### src/hdl/pfb_ram.sv
`default_nettype none
// ----------------------------------------------------------------------------
// pfb_ram
// Generic RAM: one write port, one read port with registered read data.
// ----------------------------------------------------------------------------
module pfb_ram #(
  parameter int WIDTH = 8,
  parameter int DEPTH = 512
) (
  input  wire logic                     clk,
  input  wire logic                     we,
  input  wire logic [$clog2(DEPTH)-1:0] waddr,
  input  wire logic [WIDTH-1:0]         wdata,
  input  wire logic [$clog2(DEPTH)-1:0] raddr,
  output logic      [WIDTH-1:0]         rdata
);

  logic [WIDTH-1:0] mem [DEPTH];

  always_ff @(posedge clk) begin
    if (we) begin
      mem[waddr] <= wdata;
    end
  end

  always_ff @(posedge clk) begin
    rdata <= mem[raddr];
  end

endmodule
`default_nettype wire

### config.mk
export PLATFORM = sky130hd
export DESIGN_NAME = pfb_ram
export DESIGN_NICKNAME = d
export VERILOG_FILES = /design/src/hdl/pfb_ram.sv
export SDC_FILE = /design/constraint.sdc
export NUM_CORES = 2
export LEC_CHECK = 0
export BUFFER_PORTS_ARGS = -buffer_cell sky130_fd_sc_hd__buf_2
export CELL_PAD_IN_SITES_DETAIL_PLACEMENT = 1
export CELL_PAD_IN_SITES_GLOBAL_PLACEMENT = 1
export CORE_ASPECT_RATIO = 1.25
export CORE_MARGIN = 8
export CORE_UTILIZATION = 51
export DETAILED_ROUTE_END_ITERATION = 12
export HOLD_SLACK_MARGIN = 0.03
export PLACE_DENSITY_LB_ADDON = 0.1
export SYNTH_ARGS = -nofsm -noshare
export SYNTH_HDL_FRONTEND = slang
export SYNTH_SLANG_ARGS = --single-unit
### constraint.sdc
create_clock -name clk -period 2.36 [get_ports clk]
set_input_delay 0.236 -clock clk [delete_from_list [all_inputs] [get_ports clk]]
set_output_delay 0.236 -clock clk [all_outputs]
set_load 0.02 [all_outputs]
Word-level counts from Yosys, hierarchy flattened
Memory sizes are Yosys's and may differ from the RTL's. A register that Yosys moved wholly into a read port is not among the register bits.
Index checks and enable logic that the tools add are counted.

storage, ports and cells
  bits in registers = 0
  bits in writable memories = 4096
  output and inout port bits = 8
  word-level logic and storage cells = 3
  memories kept = 1

memory list
  memory  depth  bits a word  rd ports  clocked after memory_dff  write ports  line  text
  mem     512    8            1         1                         1            18    logic [WIDTH-1:0] mem [DEPTH];

operators by class
  multiplexer cells = 2

operator list
  cell               count
  two-way mux 1 bit  2

Longest topological paths before layout
  word-level depth = 2
  depth in mapped cells = 12
  mapped depth without buffers = 7

Least setup slack after synthesis
Ideal clock, no wire load.

  path type = input-to-reg
  start = in raddr[0]
  end = reg rdata[0] (read register of mem)
  arrival time = 2090 ps
  required time = 2242 ps
  slack = 152 ps
  stages on the path = 10
  path through = buf_4 -> buf_12 -> buf_12 -> buf_2 -> mux4_2 -> o21ai_0 -> nand3_1 -> nand4_1 -> o21ai_0 -> o2111a_1

RTL lines
  what                line  text
  start: declaration  14    input wire logic [$clog2(DEPTH)-1:0] raddr,
  end: declaration    15    output logic [WIDTH-1:0] rdata

==> results.md <==
* Distinct cells, synth at 51
* Crit path capture type: flop
* Netlist area before placement at 0.160 mm2
* Routability Congestion at 0.915
* Layout area overhead at 19.3%
* Max capacitance violation total at 0
* Violated checks: negative setup slack
* Max rail drop VDD at 785 uV
* Highest cell delay on the worst timing path at 0.68 ns
* Top cell type by total area after synthesis: edfxtp_1
* Largest net degree at the start of global routing at 115
* Vias in the first global route at 92900
* Worst slack at placement at -1.72 ns
* Number of core rows at 230
* First-pass iteration count of the detailed router at 6
* Final critical delay including setup and external delays at 2.47 ns
* Initial cell density of the core at 0.511
* Detail Placement HPWL at 318000 um
* Worst EP arrival at 3.30 ns
* Met3 routed WL at 29400 um
* Number of I/O port buffers at 35
* Class of the most critical hold timing path: input pin to flop
* FFs w/ async S/R, synth at 0
* Fraction of final layout cells with drive strength greater than 1 at 0.302
* Topmost layer with routed signal wires: met5
* Commonest non-fill, non-tap cells in the layout: 4096 x edfxtp_1, 1440 x buf_4, 793 x mux2i_1, 654 x mux4_2, 596 x nor2_1
* Flops & latches, synth at 4104
* Commonest non-fill, non-tap cell in the layout: edfxtp_1
* Detail-routed via count per cell at 6.19
* Total number of vias at 87200
* Count of flip-flops with a built-in enable after synthesis at 4096
* Unrepaired setup endpoints after global routing: yes
* Net count after synthesis at 8058
* Post-route clock period utilization at 1.05
* Sequential share of the synthesized area at 0.770
* Layout net count at 9619
* Worst setup slack after layout at -0.109 ns
* Number of cells after detailed placement at 13400
* Buf+Inv Stages, Crit Path at 4
* Clock tree from TritonCTS: done
* Number of sinks on the clock net at 4104
* Status: finished with violations
* Endpoints failing setup at 7
* Detailed-route wire length at 471000 um
* DR WL met2 at 239000 um
* WHS at 0.213 ns
* Combined global-route utilization of all metal layers at 0.279
* Area of the core at 0.313 mm2
* Die Y at 642 um
* Source-to-sink clock delay at the later pin of the worst-skew pair at 0.94 ns
* Total power density per cell area at 802 mW/mm2
* Peak Freq at 405 MHz
* Number of pins exceeding their max-slew limit in the final report at 0
* Non-Filler Instances at 14100
* Leakage power of the design at 63.9 nW
* Maximum root-to-sink buffer count at 4
* Remaining Overflow, GRT at 0
* Count of routing violations after the opening detailed-route iteration at 8402
* Cell mode on critical path: buf_4
* Synth area leaders: edfxtp_1 77%, mux4_2 9.2%, mux2i_1 5.0%
* Skew final at 0.0602 ns
* Remaining antenna violation count at 0
* Synthesis Warnings at 0
* IO Count at 36
* Top FF cell, synth: edfxtp_1
* Horizontal die dimension at 517 um
* Critical Path Fanout Max at 10
* Antenna violations before repair at 28
* Cell at the root of the clock tree: clkbuf_16
* Measured slew at the worst slew-check pin at 0.867 ns
* Category of cells accounting for the largest share of critical-path delay: simple AND/OR/NAND/NOR gates
* Die footprint at 0.332 mm2
* Htree depth at 5
* Critical path start-end classification: input pin to flop
* Worst path required time at 3.19 ns
* Number of endpoints with negative hold slack in the final report at 0
* Cell-by-cell trace of the critical path: buf_2, buf_4, nor3b_4, nand2_2, buf_4, a21oi_1, buf_4, nor3_1, nand4_1, nand2_1, o2111a_1
* Startpoint type of the worst setup path: input pin
* Total power consumption of the routed design at 153 mW
* Clock buffer count from CTS at 396
* Worst slew margin relative to its limit at 0.420
* Syn_area_per_cell at 19.9 um2
* Met1 wire length at 179000 um
* Critical Path Slowest Stage Cell: nor3b_4
* Clk slew on worst S/H paths at 0.06 ns
* Synthesized netlist cell count at 8030
* Routed length per placed instance at 33.4 um
* DRC violations left at 0
* Global-route wire length before repair at 672000 um
* Share of the synthesized area in the top cell type at 0.769
## what timing repair did
action	in CTS	in global routing
gates resized for setup	56	51
hold endpoints to repair	1064	0
pin swaps	13	16
hold buffers	8	0
setup buffers	0	1
setup endpoints to repair	8	8
## metal layers
layer	vias to the layer above	global-route usage
met1	46600	0.359
li1	36500	-
met2	3186	0.477
met3	889	0.0405
met4	2	0.118
met5	-	0
## area by class of cell
cell class	instances	area (um2)
clock buffers	460	10300
well taps	4176	5230
flip-flops and latches	4104	123000
repair buffers	1676	15000
diodes	9	22.5
fillers	26700	122000
multi-input cells	3410	34600
inverters	3	18.8
clock inverters	250	2480
## state kept, by name, indices dropped and copies added, names as in the netlist
signal,flops
mem,4096
rdata,8
## worst reg2reg max path, stage by stage, from the launching register on
cell	delay, ns
edfxtp_1	0.35
mux2i_1	0.12
o221ai_2	0.26
nor3_1	0.14
nor4_4	0.33
buf_4	0.19
o311ai_0	0.19
buf_4	0.23
nor4_4	0.36
o2111a_1	0.23
## metrics by stage
stage	TNS, ns	instance area, um2	util
finish	-0.357	191000	0.609
floorplan	0	160000	-
global route	-0.243	191000	0.609
global placement	-11.49	177000	0.566
CTS	-0.206	191000	0.608
detailed placement	-17.64	177000	0.566
## cell usage after synthesis (17+ instances only)
cell,n
nand3_1,36
and2_1,20
buf_1,41
buf_6,64
nand2_1,111
nor4_1,36
a21oi_1,194
a211oi_1,17
nand4_1,32
o221ai_1,371
clkbuf_1,265
nor2_1,597
buf_4,70
nor3_1,109
mux4_2,654
buf_2,57
edfxtp_1,4096
o21ai_0,118
o22ai_1,163
mux2i_1,797
a22oi_1,61
## final timing paths
| path | start | to | slack, ns | cells after the start |
|---|---|---|---|---|
| hold / removal | waddr[4] | mem[334][7]$_DFFE_PP_ | 0.21 | 5 |
| hold reg to reg | mem[298][0]$_DFFE_PP_ | rdata[0]$_DFF_P_ | 1.19 | 6 |
| setup reg to reg | mem[33][4]$_DFFE_PP_ | rdata[4]$_DFF_P_ | -0.10 | 9 |
| setup / recovery | raddr[3] | rdata[5]$_DFF_P_ | -0.11 | 11 |
## kinds of logic after synthesis
| logic type | count (synthesis) | share of synthesized area |
|---|---|---|
| buf+inv | 516 | 0.0185 |
| mux | 1451 | 0.142 |
| flops | 4104 | 0.770 |
| simple gates | 980 | 0.0263 |
| compound gates | 979 | 0.0431 |
## power by group
group,internal (mW),switching (mW),total [mW]
Clock,36.4,27.2,63.7
Sequential,80.2,0.0808,80.3
Combinational,3.44,5.62,9.06
(Power assumes the default switching activity.)
