<file path="config.mk">
export PLATFORM = sky130hd
export DESIGN_NAME = pfb_merge
export DESIGN_NICKNAME = d
export VERILOG_FILES = /design/src/hdl/pfb_pkg.sv /design/src/hdl/pfb_merge.sv
export SDC_FILE = /design/constraint.sdc
export NUM_CORES = 1
export LEC_CHECK = 0
export ABC_AREA = 1
export BUFFER_PORTS_ARGS = -buffer_cell sky130_fd_sc_hd__clkbuf_2
export CAP_MARGIN = 10
export CORE_MARGIN = 2
export CORE_UTILIZATION = 31
export DETAILED_ROUTE_END_ITERATION = 6
export GPL_TIMING_DRIVEN = 0
export PLACE_DENSITY_LB_ADDON = 0.08
export SLEW_MARGIN = 40
export SYNTH_ARGS = -nofsm -noshare
export SYNTH_HDL_FRONTEND = slang
export SYNTH_SLANG_ARGS = --single-unit
</file>
<file path="constraint.sdc">
create_clock -name vclk -period 0.87
set_clock_uncertainty 0.05 [all_clocks]
set_input_delay 0.0435 -clock vclk [all_inputs]
set_output_delay 0.0435 -clock vclk [all_outputs]
set_load 0.05 [all_outputs]
</file>
<file path="src/hdl/pfb_pkg.sv">
`default_nettype none
// ----------------------------------------------------------------------------
// pfb_pkg
// Shared types, constants and register codes of the page frame buffer blitter.
// ----------------------------------------------------------------------------
package pfb_pkg;

  localparam int MAX_COLUMNS  = 128;
  localparam int MAX_PAGES    = 8;
  localparam int IMAGE_BYTES  = 512;
  localparam int PIX_PER_BYTE = 8;

  localparam int FRAME_DEPTH = MAX_PAGES * MAX_COLUMNS;
  localparam int FRAME_AW    = $clog2(FRAME_DEPTH);
  localparam int IMAGE_AW    = $clog2(IMAGE_BYTES);
  // byte offset within the image: column byte plus row times stride
  localparam int SPAN_W      = 15;
  localparam int PADDR_W     = 5;

  // item modes
  localparam logic [1:0] MODE_LOAD    = 2'd0;
  localparam logic [1:0] MODE_COMPOSE = 2'd1;
  localparam logic [1:0] MODE_READ    = 2'd2;

  // blend modes
  localparam logic [1:0] BLEND_OR        = 2'd0;
  localparam logic [1:0] BLEND_XOR       = 2'd1;
  localparam logic [1:0] BLEND_OVERWRITE = 2'd2;

  // register indexes
  localparam logic [2:0] REG_IMAGE_WIDTH   = 3'd0;
  localparam logic [2:0] REG_IMAGE_HEIGHT  = 3'd1;
  localparam logic [2:0] REG_IMAGE_STRIDE  = 3'd2;
  localparam logic [2:0] REG_X_OFFSET      = 3'd3;
  localparam logic [2:0] REG_Y_OFFSET      = 3'd4;
  localparam logic [2:0] REG_BLEND_MODE    = 3'd5;
  localparam logic [2:0] REG_DISPLAY_WIDTH = 3'd6;
  localparam logic [2:0] REG_DISPLAY_PAGES = 3'd7;

  typedef struct packed {
    logic [1:0] mode;
    logic [8:0] image_addr;
    logic [7:0] image_data;
    logic [2:0] page_index;
    logic [6:0] column_index;
  } in_item_t;

  typedef struct packed {
    logic [7:0] frame_byte;
    logic       status;
  } out_item_t;

  typedef struct packed {
    logic [7:0] image_width;
    logic [7:0] image_height;
    logic [5:0] image_stride;
    logic [8:0] x_offset;
    logic [8:0] y_offset;
    logic [1:0] blend_mode;
    logic [7:0] display_width;
    logic [3:0] display_pages;
  } cfg_t;

  localparam cfg_t CFG_RESET = '{
    image_width:   8'd0,
    image_height:  8'd0,
    image_stride:  6'd0,
    x_offset:      9'd0,
    y_offset:      9'd0,
    blend_mode:    BLEND_OR,
    display_width: 8'd64,
    display_pages: 4'd6
  };

  typedef enum logic [1:0] {
    ST_CLEAR,
    ST_IDLE,
    ST_FETCH,
    ST_MERGE
  } state_t;

  // image store write broadcast to every lane copy
  typedef struct packed {
    logic                we;
    logic [IMAGE_AW-1:0] addr;
    logic [7:0]          data;
  } img_wr_t;

endpackage
`default_nettype wire

</file>
<file path="src/hdl/pfb_merge.sv">
`default_nettype none
// ----------------------------------------------------------------------------
// pfb_merge
// Combines the lane pixels with the stored frame byte by the blend mode.
// ----------------------------------------------------------------------------
module pfb_merge (
  input  wire logic [1:0] blend_mode,
  input  wire logic [7:0] old_byte,
  input  wire logic [7:0] pixels,
  output logic      [7:0] new_byte
);
  import pfb_pkg::*;

  always_comb begin
    case (blend_mode)
      BLEND_XOR:       new_byte = old_byte ^ pixels;
      BLEND_OVERWRITE: new_byte = pixels;
      default:         new_byte = old_byte | pixels;
    endcase
  end

endmodule
`default_nettype wire

</file>
[Word level (Yosys, flattened, before mapping)]
Index checks and enable logic that the tools add are counted.
Word-level totals
  bits in registers: 0
  latch bits: 0
  RAM bits: 0
  memory bits (read-only): 0
  input port bits: 18
  output and inout port bits: 8
  logic and storage cells: 5
  memories kept: 0
Cells by class
  add/sub/neg operators: 0
  multiply operators: 0
  div/mod/pow operators: 0
  $lt $le $gt $ge: 0
  equality and inequality tests: 2
  shifts and indexed selects: 0
  multiplexer cells: 1
  bitwise logic cells: 2
  reductions and logical operators: 0
Operators with widths (count)
  one-hot mux 8 bit (2 select lines): 1
  OR 8 bit: 1
  XOR 8 bit: 1
  equality test 2 x 1 -> 1 bit (second input constant): 1
  equality test 2 bit (second input constant): 1

[Logic depth before layout (Yosys ltp)]
Gate-level depths: netlist of the first run.
  depth after elaboration: 2
  gate-level depth with buffers: 7
  mapped depth without buffers: 6

[Worst setup path before layout of the first run]
OpenSTA, ideal clock, no wires.
  kind: in2out
  from: in blend_mode[0]
  to: out new_byte[3]
  arrival time: 1.041 ns
  required time: 0.776 ns
  path slack: -0.265 ns
  stages on the path: 6
  buffers on the path: 1
  cell sequence: inv_1 -> ha_1 -> inv_2 -> buf_6 -> or2_0 -> nand2_1
On the way
  longest elaborated chain between the ends: 2
  elaborated cells between the ends (all ways): 3
  classes of those cells: 2 x eq/ne; 1 x mux
Ends and longest elaborated chain
  start, declared: line pfb_merge.sv:7  | input wire logic [1:0] blend_mode,
  equality test 2 bit or equality test 2 x 1 -> 1 bit (tied branches): line pfb_merge.sv:15  | case (blend_mode)
  one-hot mux 8 bit (2 select lines) (*): line pfb_merge.sv:15
  end, declared: line pfb_merge.sv:10  | output logic [7:0] new_byte
Every way passes the cells marked *; elsewhere a longest branch is shown, timed or not.

[Worst setup path after layout of the first run]
Same ends and word-level chain as after synthesis.

==> impl_metrics.env, run 1 <==
export IMPL_status="finished with violations"
export IMPL_violations="negative setup slack"
export IMPL_core_mm2=0.00128
export IMPL_required_ps=780
export IMPL_fp_dieW_um=40.7
export IMPL_ys_warnings_count=0
export IMPL_wl_per_cell_um=9.05
export IMPL_routedLengthMet1_um=413
export IMPL_max_stage_delay_ps=260
export IMPL_top_layer_used="met3"
export IMPL_fin_ws_ps=-293
export IMPL_synth_top_cell_by_area="nand2_1"
export IMPL_routed_wl_um=1100
export IMPL_crit_slowest_cell="ha_4"
export IMPL_drive_gt1_share_pct=47.7
export IMPL_row_count=13
export IMPL_drc=0
export IMPL_seq_cells=0
export IMPL_fp_dieH_um=40.7
export IMPL_ioPinCount=26
export IMPL_firstDrtPassIters=1
export IMPL_placedInstanceArea_um2=672
export IMPL_track_usage_pct=14.9
export IMPL_die_area_mm2=0.00166
export IMPL_cp_common_cell="clkbuf_16"
export IMPL_drtIter0Drc=0
export IMPL_cp_end_kind="output pin"
export IMPL_vias_per_cell=4.35
export IMPL_wl_met2_um=654
export IMPL_design_area_um2=862
export IMPL_nets=137
export IMPL_startpoint_type="primary input"
export IMPL_crit_chain="clkbuf_16 > inv_8 > ha_4 > inv_4 > buf_6 > or2_4 > nand2_8 > clkbuf_16"
export IMPL_syn_to_final_growth_pct=106
export IMPL_holdCritPathClass="primary input to output pin"
export IMPL_final_setup_tns_ps=-1930
export IMPL_grt_start_max_net_pins=9
export IMPL_post_route_util_pct=67.1
export IMPL_port_buffers=26
export IMPL_synth_commonest_cells="nand2_1 (40), inv_1 (18), ha_1 (10)"
export IMPL_crit_start="blend_mode[0]"
export IMPL_synth_cells=80
export IMPL_netlist_area_leader_share_pct=35.9
export IMPL_ir_drop_mv=0.454
export IMPL_finalSetupViolCount=8
export IMPL_tightest_slew_ps=159
export IMPL_cts_setup_buffers=0
export IMPL_hold_viol=0
export IMPL_nClkBuffers=0
export IMPL_seq_area_frac_synth_pct=0
export IMPL_dp_hpwl_um=803
export IMPL_critPathArrivalTime_ps=1070
export IMPL_synth_area_leaders="nand2_1 (36%), ha_1 (30%), inv_1 (16%), or2_2 (9.0%), or2_0 (3.0%)"
export IMPL_slew_violations=0
export IMPL_place_congestion=0.632
export IMPL_dr_total_vias=531
export IMPL_maxCapViolations=0
export IMPL_setup_worst_path_end="new_byte[3]"
export IMPL_antenna_found_initial=0
export IMPL_path_class="primary input to output pin"
export IMPL_regArea_um2=0
export IMPL_slew_headroom_pct=89.4
export IMPL_fin_crit_sh_pct=134
export IMPL_n_antenna_cell=0
export IMPL_rsz0062_at_grt="yes"
export IMPL_grt_overflow=0
export IMPL_syn_num_nets=108
export IMPL_period_needed_ps=1160
export IMPL_leakage_nw=0.533
export IMPL_yosysMostFrequentCell="nand2_1"
export IMPL_min_path_cells=6
export IMPL_grt_first_pass_wirelength_um=1730
export IMPL_synthesis_area_um2=418
export IMPL_initial_utilization_pct=32.5
export IMPL_p_per_area_mw_per_mm2=894
export IMPL_yosysUniqueCellTypes=9
export IMPL_met3_wirelength_um=35
export IMPL_crit_fanout=8
export IMPL_timing_fmax_ghz=0.860
export IMPL_route_antenna_remaining_nets=0
export IMPL_holdBufCountCts=0
export IMPL_first_global_vias=474
export IMPL_avgSynthCellArea_um2=5.22
power by group:
part | internal, W | switching [W]
logic | 0.000379 | 0.000391
clock network | 0 | 0
registers | 0 | 0
final cells by class:
type | count | area [µm²]
inverters | 19 | 81.3
multi-input cells | 58 | 425
well taps | 15 | 18.8
plain buffers | 3 | 21.3
repair buffers | 27 | 315
fillers | 113 | 423
critical path, delay by kind of cell:
kind | cells | cell delay (ps)
adder cells (fa/ha/maj) | 1 | 260
buffers and inverters | 5 | 450
AND/OR/NAND/NOR | 2 | 310
metrics by stage:
stage                     std cells  setup WS (ps)  power (W)  hold slack [ps]
after global routing            122           -320   0.000825              561
final                           122           -293   0.000771              522
after detailed placement        121           -491   0.000553              584
after global placement          121           -481   0.000543              579
after floorplan                  80          -61.3   0.000432              323
after CTS                       122           -296   0.000767              523
layout by cell type, fill, tap and decap left out:
master / synthesis / layout
nand2_1: 40 / 30
nand2_2: 0 / 2
ha_4: 0 / 1
buf_2: 1 / 3
buf_6: 1 / 1
inv_8: 0 / 1
clkbuf_16: 0 / 9
or2_2: 6 / 6
or2_4: 0 / 2
inv_4: 0 / 1
ha_1: 10 / 9
inv_1: 18 / 17
nand2_4: 0 / 6
clkbuf_2: 1 / 17
nand2_8: 0 / 2
kinds of logic after synthesis:
logic type	synth area share, %
AND/OR/NAND/NOR	47.9
adder cells (fa/ha/maj)	29.9
buffers and inverters	22.2
what timing repair did:
item / CTS / global route
cloned: 1 / 0
resized for setup: 27 / 3
pin swaps: 2 / 0
endpoints found under the setup margin: 8 / 8
how the worst min path moves through the flow:
stage                         start          end
after floorplan           pixels[1]  new_byte[1]
after global placement    pixels[1]  new_byte[1]
after detailed placement  pixels[1]  new_byte[1]
after CTS                 pixels[1]  new_byte[1]
after global routing      pixels[3]  new_byte[3]
final                     pixels[2]  new_byte[2]
layer usage:
layer	GRT usage, %	vias to the layer above
met5	0	-
met4	0	0
met3	1.09	0
met2	32.9	12
met1	15.4	236
li1	-	283
(Power assumes the default switching activity.)
==> inputs of run 2 (changes only) <==
--- a/config.mk
+++ b/config.mk
@@ -13,6 +13,7 @@
 export DETAILED_ROUTE_END_ITERATION = 6
 export GPL_TIMING_DRIVEN = 0
 export PLACE_DENSITY_LB_ADDON = 0.08
+export SKIP_LAST_GASP = 1
 export SLEW_MARGIN = 40
 export SYNTH_ARGS = -nofsm -noshare
 export SYNTH_HDL_FRONTEND = slang
==> impl_metrics.env, run 2 (synthesized netlist as in run 1, its figures left out) <==
export IMPL_path_class="primary input to output pin"
export IMPL_drive_gt1_share_pct=47.7
export IMPL_n_antenna_cell=0
export IMPL_slew_violations=0
export IMPL_dp_hpwl_um=803
export IMPL_required_ps=780
export IMPL_ir_drop_mv=0.454
export IMPL_violations="negative setup slack"
export IMPL_drc=0
export IMPL_track_usage_pct=14.9
export IMPL_syn_to_final_growth_pct=106
export IMPL_cp_common_cell="clkbuf_16"
export IMPL_final_cell_mix="nand2_1 (30), clkbuf_2 (18), inv_1 (17)"
export IMPL_grt_overflow=0
export IMPL_rsz0062_at_grt="yes"
export IMPL_regArea_um2=0
export IMPL_hold_viol=0
export IMPL_leakage_nw=0.533
export IMPL_drtIter0Drc=0
export IMPL_nClkBuffers=0
export IMPL_timing_fmax_ghz=0.860
export IMPL_vias_per_cell=4.36
export IMPL_grt_start_max_net_pins=9
export IMPL_power_w=0.000771
export IMPL_fp_dieH_um=40.7
export IMPL_crit_slowest_cell="ha_4"
export IMPL_row_count=13
export IMPL_cp_end_kind="output pin"
export IMPL_route_antenna_remaining_nets=0
export IMPL_ioPinCount=26
export IMPL_seq_cells=0
export IMPL_antenna_found_initial=0
export IMPL_firstDrtPassIters=1
export IMPL_first_global_vias=474
export IMPL_fin_ws_ps=-293
export IMPL_nets=137
export IMPL_wl_per_cell_um=9.04
export IMPL_maxCapViolations=0
export IMPL_die_area_mm2=0.00166
export IMPL_max_stage_delay_ps=260
export IMPL_holdCritPathClass="primary input to output pin"
export IMPL_cts_setup_buffers=0
export IMPL_core_mm2=0.00128
export IMPL_slew_headroom_pct=88.7
export IMPL_p_per_area_mw_per_mm2=894
export IMPL_worst_hold_slack_ps=522
export IMPL_crit_buf_inv=5
export IMPL_period_needed_ps=1160
export IMPL_dr_total_vias=532
export IMPL_finalSetupViolCount=8
export IMPL_crit_fanout=8
export IMPL_final_common_cell="nand2_1"
export IMPL_fin_crit_sh_pct=134
export IMPL_crit_family="buffers and inverters"
export IMPL_critPathArrivalTime_ps=1070
export IMPL_port_buffers=26
export IMPL_place_congestion=0.632
export IMPL_holdBufCountCts=0
export IMPL_initial_utilization_pct=32.5
export IMPL_startpoint_type="primary input"
export IMPL_crit_chain="clkbuf_16 > inv_8 > ha_4 > inv_4 > buf_6 > or2_4 > nand2_8 > clkbuf_16"
export IMPL_grt_first_pass_wirelength_um=1730
export IMPL_status="finished with violations"
export IMPL_routed_wl_um=1100
export IMPL_fp_dieW_um=40.7
export IMPL_tightest_slew_ps=169
==> run 2: cell count changes in the layout (fill, tap and decap cells not counted), sizes merged <==
cell | previous run | this run
clkbuf | 26 | 27
buf | 4 | 3
==> run 2: where the power goes <==
group          total [W]  switching, W  internal (W)
sequential             0             0             0
clock                  0             0             0
combinational   0.000771      0.000391      0.000379
total           0.000771      0.000391      0.000379
==> run 2: what timing repair did <==
action                     in CTS  in global routing
hold endpoints to repair        0                  0
gates cloned                    1                  0
pin swaps                       2                  0
gates resized for setup        27                  2
setup endpoints to repair       8                  8
==> run 2: routing by layer <==
metal	vias up	GRT usage (%)	share of wire (%)
met1	236	15.4	37
met2	12	32.9	59
met3	0	1.09	3.2
met5	-	0	0
li1	284	-	-
met4	0	0	0
==> run 2: area by class of cell <==
| type | count | area (µm²) |
|---|---|---|
| Buffer | 3 | 21.3 |
| Fill cell | 113 | 423 |
| Inverter | 19 | 81.3 |
| Multi-Input combinational cell | 58 | 425 |
| Tap cell | 15 | 18.8 |
| Timing Repair Buffer | 27 | 315 |
==> run 2: tightest hold or removal path, delay by kind of cell <==
| family | cells | cell delay [ps] |
|---|---|---|
| buf+inv | 2 | 240 |
| simple gates | 4 | 240 |
==> run 2: per-stage QoR <==
stage	setup WS (ps)	instance area (µm²)	std cells	util, %	TNS (ps)
2_1_floorplan	-61.3	523	80	-	-134
3_3_place_gp	-481	672	121	52.3	-3150
3_5_place_dp	-491	672	121	52.3	-3240
4_1_cts	-296	857	122	66.7	-1970
5_1_grt	-320	862	122	67.1	-2300
6_report	-293	862	122	67.1	-1940
==> run 2: final timing paths <==
path	from	endpoint	slack, ps	cells past startpoint
setup / recovery	blend_mode[0]	new_byte[3]	-290	8
hold / removal	pixels[2]	new_byte[2]	520	6
