===== src/hdl/pfb_pkg.sv =====
`default_nettype none
// ----------------------------------------------------------------------------
// pfb_pkg
// Shared types, constants and register codes of the page frame buffer blitter.
// ----------------------------------------------------------------------------
package pfb_pkg;

  localparam int MAX_COLUMNS  = 128;
  localparam int MAX_PAGES    = 8;
  localparam int IMAGE_BYTES  = 512;
  localparam int PIX_PER_BYTE = 8;

  localparam int FRAME_DEPTH = MAX_PAGES * MAX_COLUMNS;
  localparam int FRAME_AW    = $clog2(FRAME_DEPTH);
  localparam int IMAGE_AW    = $clog2(IMAGE_BYTES);
  // byte offset within the image: column byte plus row times stride
  localparam int SPAN_W      = 15;
  localparam int PADDR_W     = 5;

  // item modes
  localparam logic [1:0] MODE_LOAD    = 2'd0;
  localparam logic [1:0] MODE_COMPOSE = 2'd1;
  localparam logic [1:0] MODE_READ    = 2'd2;

  // blend modes
  localparam logic [1:0] BLEND_OR        = 2'd0;
  localparam logic [1:0] BLEND_XOR       = 2'd1;
  localparam logic [1:0] BLEND_OVERWRITE = 2'd2;

  // register indexes
  localparam logic [2:0] REG_IMAGE_WIDTH   = 3'd0;
  localparam logic [2:0] REG_IMAGE_HEIGHT  = 3'd1;
  localparam logic [2:0] REG_IMAGE_STRIDE  = 3'd2;
  localparam logic [2:0] REG_X_OFFSET      = 3'd3;
  localparam logic [2:0] REG_Y_OFFSET      = 3'd4;
  localparam logic [2:0] REG_BLEND_MODE    = 3'd5;
  localparam logic [2:0] REG_DISPLAY_WIDTH = 3'd6;
  localparam logic [2:0] REG_DISPLAY_PAGES = 3'd7;

  typedef struct packed {
    logic [1:0] mode;
    logic [8:0] image_addr;
    logic [7:0] image_data;
    logic [2:0] page_index;
    logic [6:0] column_index;
  } in_item_t;

  typedef struct packed {
    logic [7:0] frame_byte;
    logic       status;
  } out_item_t;

  typedef struct packed {
    logic [7:0] image_width;
    logic [7:0] image_height;
    logic [5:0] image_stride;
    logic [8:0] x_offset;
    logic [8:0] y_offset;
    logic [1:0] blend_mode;
    logic [7:0] display_width;
    logic [3:0] display_pages;
  } cfg_t;

  localparam cfg_t CFG_RESET = '{
    image_width:   8'd0,
    image_height:  8'd0,
    image_stride:  6'd0,
    x_offset:      9'd0,
    y_offset:      9'd0,
    blend_mode:    BLEND_OR,
    display_width: 8'd64,
    display_pages: 4'd6
  };

  typedef enum logic [1:0] {
    ST_CLEAR,
    ST_IDLE,
    ST_FETCH,
    ST_MERGE
  } state_t;

  // image store write broadcast to every lane copy
  typedef struct packed {
    logic                we;
    logic [IMAGE_AW-1:0] addr;
    logic [7:0]          data;
  } img_wr_t;

endpackage
`default_nettype wire


===== src/hdl/pfb_ram.sv =====
`default_nettype none
// ----------------------------------------------------------------------------
// pfb_ram
// Generic RAM: one write port, one read port with registered read data.
// ----------------------------------------------------------------------------
module pfb_ram #(
  parameter int WIDTH = 8,
  parameter int DEPTH = 512
) (
  input  wire logic                     clk,
  input  wire logic                     we,
  input  wire logic [$clog2(DEPTH)-1:0] waddr,
  input  wire logic [WIDTH-1:0]         wdata,
  input  wire logic [$clog2(DEPTH)-1:0] raddr,
  output logic      [WIDTH-1:0]         rdata
);

  logic [WIDTH-1:0] mem [DEPTH];

  always_ff @(posedge clk) begin
    if (we) begin
      mem[waddr] <= wdata;
    end
  end

  always_ff @(posedge clk) begin
    rdata <= mem[raddr];
  end

endmodule
`default_nettype wire


===== src/hdl/pfb_lane.sv =====
`default_nettype none
// ----------------------------------------------------------------------------
// pfb_lane
// One pixel row of a frame byte: maps the display pixel into the image,
// clips it and fetches the image bit from a private copy of the image store.
// ----------------------------------------------------------------------------
module pfb_lane (
  input  wire logic                  clk,
  input  wire pfb_pkg::cfg_t         cfg,
  input  wire logic [2:0]            row,
  input  wire logic [2:0]            page_index,
  input  wire logic [6:0]            column_index,
  input  wire pfb_pkg::img_wr_t      img_wr,
  output logic                       pixel
);
  import pfb_pkg::*;

  logic signed [9:0]   ix;
  logic signed [9:0]   iy;
  logic [5:0]          cy;
  logic                in_image;
  logic [SPAN_W-1:0]   span;
  logic                in_store;
  logic [7:0]          rd_byte;
  logic                ok_r;
  logic [2:0]          bit_r;

  always_comb begin
    cy = {page_index, row};
    ix = $signed({3'b000, column_index}) - $signed({cfg.x_offset[8], cfg.x_offset});
    iy = $signed({4'b0000, cy}) - $signed({cfg.y_offset[8], cfg.y_offset});
    in_image = !ix[9] && !iy[9] &&
               (ix[8:0] < {1'b0, cfg.image_width}) &&
               (iy[8:0] < {1'b0, cfg.image_height});
    // ix and iy stay below 256 once inside the image
    span = SPAN_W'(ix[7:3]) + SPAN_W'(iy[7:0]) * SPAN_W'(cfg.image_stride);
    in_store = span < SPAN_W'(IMAGE_BYTES);
  end

  pfb_ram #(
    .WIDTH (8),
    .DEPTH (IMAGE_BYTES)
  ) u_img (
    .clk   (clk),
    .we    (img_wr.we),
    .waddr (img_wr.addr),
    .wdata (img_wr.data),
    .raddr (span[IMAGE_AW-1:0]),
    .rdata (rd_byte)
  );

  // track clip result alongside the registered read
  always_ff @(posedge clk) begin
    ok_r  <= in_image && in_store;
    bit_r <= ix[2:0];
  end

  assign pixel = ok_r & rd_byte[bit_r];

endmodule
`default_nettype wire


===== config.mk =====
export PLATFORM = sky130hd
export DESIGN_NAME = pfb_lane
export DESIGN_NICKNAME = d
export VERILOG_FILES = /design/src/hdl/pfb_pkg.sv /design/src/hdl/pfb_ram.sv /design/src/hdl/pfb_lane.sv
export SDC_FILE = /design/constraint.sdc
export NUM_CORES = 2
export LEC_CHECK = 0
export ABC_AREA = 0
export BUFFER_PORTS_ARGS = -buffer_cell sky130_fd_sc_hd__buf_2
export CAP_MARGIN = 20
export CORE_ASPECT_RATIO = 2
export CORE_UTILIZATION = 30
export DETAILED_ROUTE_END_ITERATION = 10
export SLEW_MARGIN = 10
export SYNTH_ARGS = -nofsm -noshare
export SYNTH_HDL_FRONTEND = slang
export SYNTH_SLANG_ARGS = --single-unit

===== constraint.sdc =====
create_clock -name clk -period 14.4 [get_ports clk]
set_input_delay 2.88 -clock clk [delete_from_list [all_inputs] [get_ports clk]]
set_output_delay 2.88 -clock clk [all_outputs]
set_load 0.005 [all_outputs]

# Word-level counts from Yosys, hierarchy flattened
# Memories as Yosys holds them, arrays and structs flattened. A register that Yosys moved wholly into a read port is not among the register bits.
# Index checks and enable logic that the tools add are counted.
[totals]
mem_bits_rw = 4096
register_bits = 4
output_inout_bits = 1
wordCells = 22
input_bits = 86
memories = 1
[memory_table]
columns = ["memory", "words", "word_bits", "read_ports", "rd_ports_with_merged_regs", "wr", "line_no", "text"]
rows = [
  ["u_img.mem", 512, 8, 1, 1, 1, "pfb_ram.sv:18", "logic [WIDTH-1:0] mem [DEPTH];"],
]
[classes]
reduce_logical = 6
mul = 1
bitwise = 1
add_sub_neg = 3
n_mux = 4
order_cmp = 4
[ops]
columns = ["operator", "n"]
rows = [
  ["9-bit by 8-bit less-than comparator with 1-bit output", 2],
  ["5-bit by 14-bit adder with 15-bit output", 1],
  ["15-bit by 10-bit less-than comparator with 1-bit output (second input constant)", 1],
  ["8-bit by 6-bit multiplier with 14-bit output", 1],
  ["7-bit by 9-bit subtractor with 10-bit output", 1],
  ["8-bit by 9-bit subtractor with 10-bit output", 1],
  ["1-bit logical AND", 4],
  ["3-bit by 4-bit less-than comparator with 1-bit output (second input constant)", 1],
  ["1-bit binary-select mux with 3-bit select", 1],
  ["1-bit 2-to-1 mux", 3],
  ["1-bit zero test", 2],
  ["1-bit AND", 1],
]

# Logic depth before layout (Yosys ltp)
[logic_depth]
ltp_word = 6
depth_mapped = 31
depth_no_buf = 26

# Cells and area by module
# From an unflattened synthesis, not the netlist that was laid out.
[unflattened]
cells_unflattened = 8401
hier_area_um2 = 162903.7
[by_module_without_submodules]
columns = ["mod", "cells_each", "area_per_inst_um2", "n_inst", "seq_area_each_um2"]
rows = [
  ["pfb_ram", 8030, 159927.1, 1, 123158.1],
  ["pfb_lane", 371, 2976.6, 1, 80.1],
]

# Least setup slack after synthesis
# OpenSTA, ideal clock, no wires.
[synth_timing]
kind = "input-to-reg"
start = "in cfg[15] (netlist bit)"
end = "reg u_img.rdata[6] (read register of u_img.mem)"
slack_ns = 5.999
setup_time_ns = 0.131
arrival_time_ns = 8.270
stages = 23
n_path_buf = 2
required_time_ns = 14.269
cell_sequence = "inv_1 > ha_1 > nor2b_1 > o21ai_0 > a21boi_0 > o21ai_0 > a21boi_0 > nor2_1 > nand2_1 > fa_1 > inv_1 > fa_1 > fa_1 > ha_1 > ha_1 > nor2b_1 > a221oi_2 > o311a_1 > buf_2 > clkbuf_1 > o21ai_0 > a2111oi_2 > a211oi_2"
[synth_via]
elab_chain_cells = 3
[synth_lines]
columns = ["element", "line_no", "text"]
rows = [
  ["from (decl)", "pfb_lane.sv:9", "input wire pfb_pkg::cfg_t cfg,"],
  ["7-bit by 9-bit subtractor with 10-bit output", "pfb_lane.sv:31", "iy = $signed({4'b0000, cy}) - $signed({cfg.y_offset[8], cfg.y_offset});"],
  ["8-bit by 6-bit multiplier with 14-bit output", "pfb_lane.sv:36", "span = SPAN_W'(ix[7:3]) + SPAN_W'(iy[7:0]) * SPAN_W'(cfg.image_stride);"],
  ["5-bit by 14-bit adder with 15-bit output", "pfb_lane.sv:36", ""],
  ["to (decl)", "pfb_ram.sv:15", "output logic [WIDTH-1:0] rdata"],
]
# No other way between the ends.

# Worst setup path in the final report
[layout_timing]
start = "in row[0]"
end = "reg u_img.rdata[2] (read register of u_img.mem)"
[layout_via]
elab_chain_cells = 3
[layout_lines]
columns = ["element", "line_no", "text"]
rows = [
  ["from (decl)", "pfb_lane.sv:10", "input wire logic [2:0] row,"],
  ["7-bit by 9-bit subtractor with 10-bit output", "pfb_lane.sv:31", ""],
  ["8-bit by 6-bit multiplier with 14-bit output", "pfb_lane.sv:36", ""],
  ["5-bit by 14-bit adder with 15-bit output", "pfb_lane.sv:36", ""],
]
# No other way between the ends.

==> impl_metrics.tcl <==
set metrics [dict create \
    regArea_um2 123000 \
    insertion_delay_ns 0.90 \
    netlist-cell-type-count 86 \
    multi_input_comb_area_um2 36500 \
    fin_crit_sh_pct 69.8 \
    period_needed_ns 10.05 \
    yosys.area_share.simple_pct 3.27 \
    maxSlewViolCount 0 \
    cp-end-kind "flip-flop" \
    finalPower_mw 40.3 \
    status "finished clean" \
    placed_cell_area_um2 171000 \
    met3WireLength_um 25600 \
    grt_max_degree 196 \
    dr.max_layer_used "met5" \
    fin_util_pct 33.6 \
    post_cts_buffers 0 \
    crit_path_start_kind "input pin" \
    async_flop_share_pct 0 \
    slowest_delay_ns 1.08 \
    synth_mux_area_share_pct 16.2 \
    cp_max_fo 26 \
    crit_start "row[0]" \
    cts_tree "done" \
    wl_um 451000 \
    mostFrequentLayoutCells "edfxtp_1 (4096), mux4_2 (1102), nor2_1 (550)" \
    hp-class "reg -> reg" \
    die_w_um 523 \
    max_slew.worst_pin.slew_ns 1.28 \
    core_area_um2 540000 \
    r2r-start "u_img.mem[139][0]$_DFFE_PP_" \
    fillers 50291 \
    synth_top_cell_by_area "edfxtp_1" \
    ys_warn_count 0 \
    min_path_cells 7 \
    p_leak_nw 55.0 \
    firstDrtPassIters 6 \
    max_slew_margin_pct 14.9 \
    gp_congestion 0.849 \
    wl_met1_um 145000 \
    avgRoutedWirePerCell_um 29.7 \
    fin_skew_ns 0.0375 \
    drc 0 \
    synthFlopType "edfxtp_1" \
    holdBufCountCts 0 \
    numCtsBuffers 312 \
    setup_viol 0 \
    grt_pass1_wl_um 633000 \
    final_nets 7973 \
    h-tree-depth 5 \
    cts_root_buf "clkbuf_16" \
    clk_path_buf_depth 4 \
    drive_gt1_share_pct 23.5 \
    antenna_found_initial 34 \
    cp_cell_sequence "buf_2 > inv_1 > ha_1 > fa_1 > xnor2_1 > nand2_1 > fa_1 > inv_1 > ha_1 > ha_1 > inv_1 > fa_4 > inv_4 > buf_4 > nand2_4 > buf_4 > a21oi_1 > nor4_2 > a22o_1 > o31ai_1 > and4_1" \
    synth_edf_count 4096 \
    hpwl_um 285000 \
    synthesis.area_um2 163000 \
    syn_to_final_growth_pct 11.6 \
    synth_top_area_share_pct 75.6 \
    avgSynthCellArea_um2 21.2 \
    drv_cap 0 \
    grt_pass1_vias 82836 \
    finalHoldViolations 0 \
    min-delay-start "u_img.mem[170][0]$_DFFE_PP_" \
    track_usage_pct 16.3 \
    crit_type "in -> reg" \
    critPathArrivalTime_ns 10.85 \
    yosysSeqAreaShare_pct 75.8 \
    synth_xor_area_share_pct 0.0954 \
    initial_utilization_pct 30.1 \
    synth_cells 7678 \
    synth_top_family_by_area "multiplexers" \
    synth-seq-cells 4108 \
    syn_nets 7860 \
    cp_slowest_cell "fa_4" \
    setup_tns_ns 0 \
    drtAntennaViolNets 0 \
    die_area_um2 545000 \
    rsz0062_at_grt "false" \
    grt.overflow.total 0 \
    rr_worst_depth 7 \
    worst_ep_required_time_ns 15.20 \
    synth_compound_area_share_pct 1.72 \
    rows 382 \
    drt-vias-per-instance 5.15 \
    io_pins 87 \
    layout_commonest_cell "edfxtp_1" \
    power_density_nw_per_um2 222 \
    ir_drop_v 0.000411 \
    wl_met2_um 244000 \
    postLayoutCellArea_um2 181000 \
    num_vias 78209 \
    synth_area_leaders "edfxtp_1 (76%), mux4_2 (15%), nor2_1 (1.3%)" \
    dieHeight_um 1040 \
    yosys.area_share.adder_pct 0.872 \
    clock_sinks 4108 \
    clock.fmax_ghz 0.0995 \
    portBuffers 72 \
    clk_pin_slew_ns 0.07 \
    drt_iter0_markers 8409 \
    postCtsResizedCells 0 \
]
-- path summary, 6_finish.rpt --
path	endpoint	slack (ns)
min reg2reg	u_img.rdata[0]$_DFF_P_	1.27
max reg2reg	u_img.rdata[0]$_DFF_P_	11.02
max	u_img.rdata[2]$_DFF_P_	4.35
min	u_img.rdata[0]$_DFF_P_	1.27
-- state kept, by name (all words and copies together) (netlist names) --
register and flops:
ok_r 1, bit_r 3, u_img.rdata 8, u_img.mem 4096
-- routing by layer --
layer	global-route usage, %	vias to the layer above
li1	-	31838
met1	16.9	42136
met2	30.2	3278
met3	1.90	945
met4	11.2	12
met5	0	-
-- stage by stage --
step	hold WS (ns)	setup WS (ns)	instances
detailed placement	1.24	3.44	14580
finish	1.27	4.35	15172
floorplan	0.958	6.00	7678
global placement	1.20	3.28	14578
global route	1.32	4.04	15161
CTS	1.26	4.41	15147
-- kinds of logic (layout without fill, tap and decap cells) --
kind of cell / after synthesis / in the layout
adder cells (fa/ha/maj): 96 / 96
other: 0 / 24
AND/OR/NAND/NOR: 1283 / 1283
buffers and inverters: 526 / 892
flip-flops: 4108 / 4108
XOR/XNOR: 16 / 16
AO/OA/AOI/OAI: 390 / 390
multiplexers: 1259 / 1259
-- synth_stat cells (10+ instances only) --
master / count
buf_2: 97
mux2i_1: 153
a21oi_1: 75
and3_1: 19
inv_1: 74
o22ai_1: 37
fa_1: 29
dfxtp_1: 12
nor3_1: 23
a31oi_1: 27
edfxtp_1: 4096
buf_4: 68
buf_8: 11
and2_1: 10
a32oi_1: 50
mux4_2: 1102
nor2_1: 557
buf_1: 14
nor2b_1: 19
clkbuf_1: 163
o21ai_0: 44
buf_6: 89
ha_1: 67
a211oi_1: 19
nand4_1: 29
nand3_1: 93
o211ai_1: 19
nand2_1: 489
-- critical path: cells and delay by family --
family / cells / cell delay, ns
adders and majority gates: 6 / 2.81
and+or+nand+nor: 4 / 2.10
buffers and inverters: 7 / 1.44
AOI/OAI and AO/OA: 3 / 0.71
xor gates and xnor gates: 1 / 0.68
-- power breakdown --
part / switching, mW / internal (mW) / total (mW) / leakage (nW)
clock: 4.28 / 4.70 / 8.98 / 5.02
sequential: 0.00989 / 13.2 / 13.2 / 36.9
combinational: 13.0 / 5.17 / 18.1 / 13.1
-- layout make-up --
class                      count  share of cell area [%]
timing repair buffer         250                    1.22
sequential                  4108                    67.9
tap                         7104                    4.90
multi-input combinational   3044                    20.1
inverter                      75                   0.157
antenna                       24                  0.0331
clock buffer                 360                    4.52
clock inverter               207                    1.13
(Power assumes the default switching activity.)
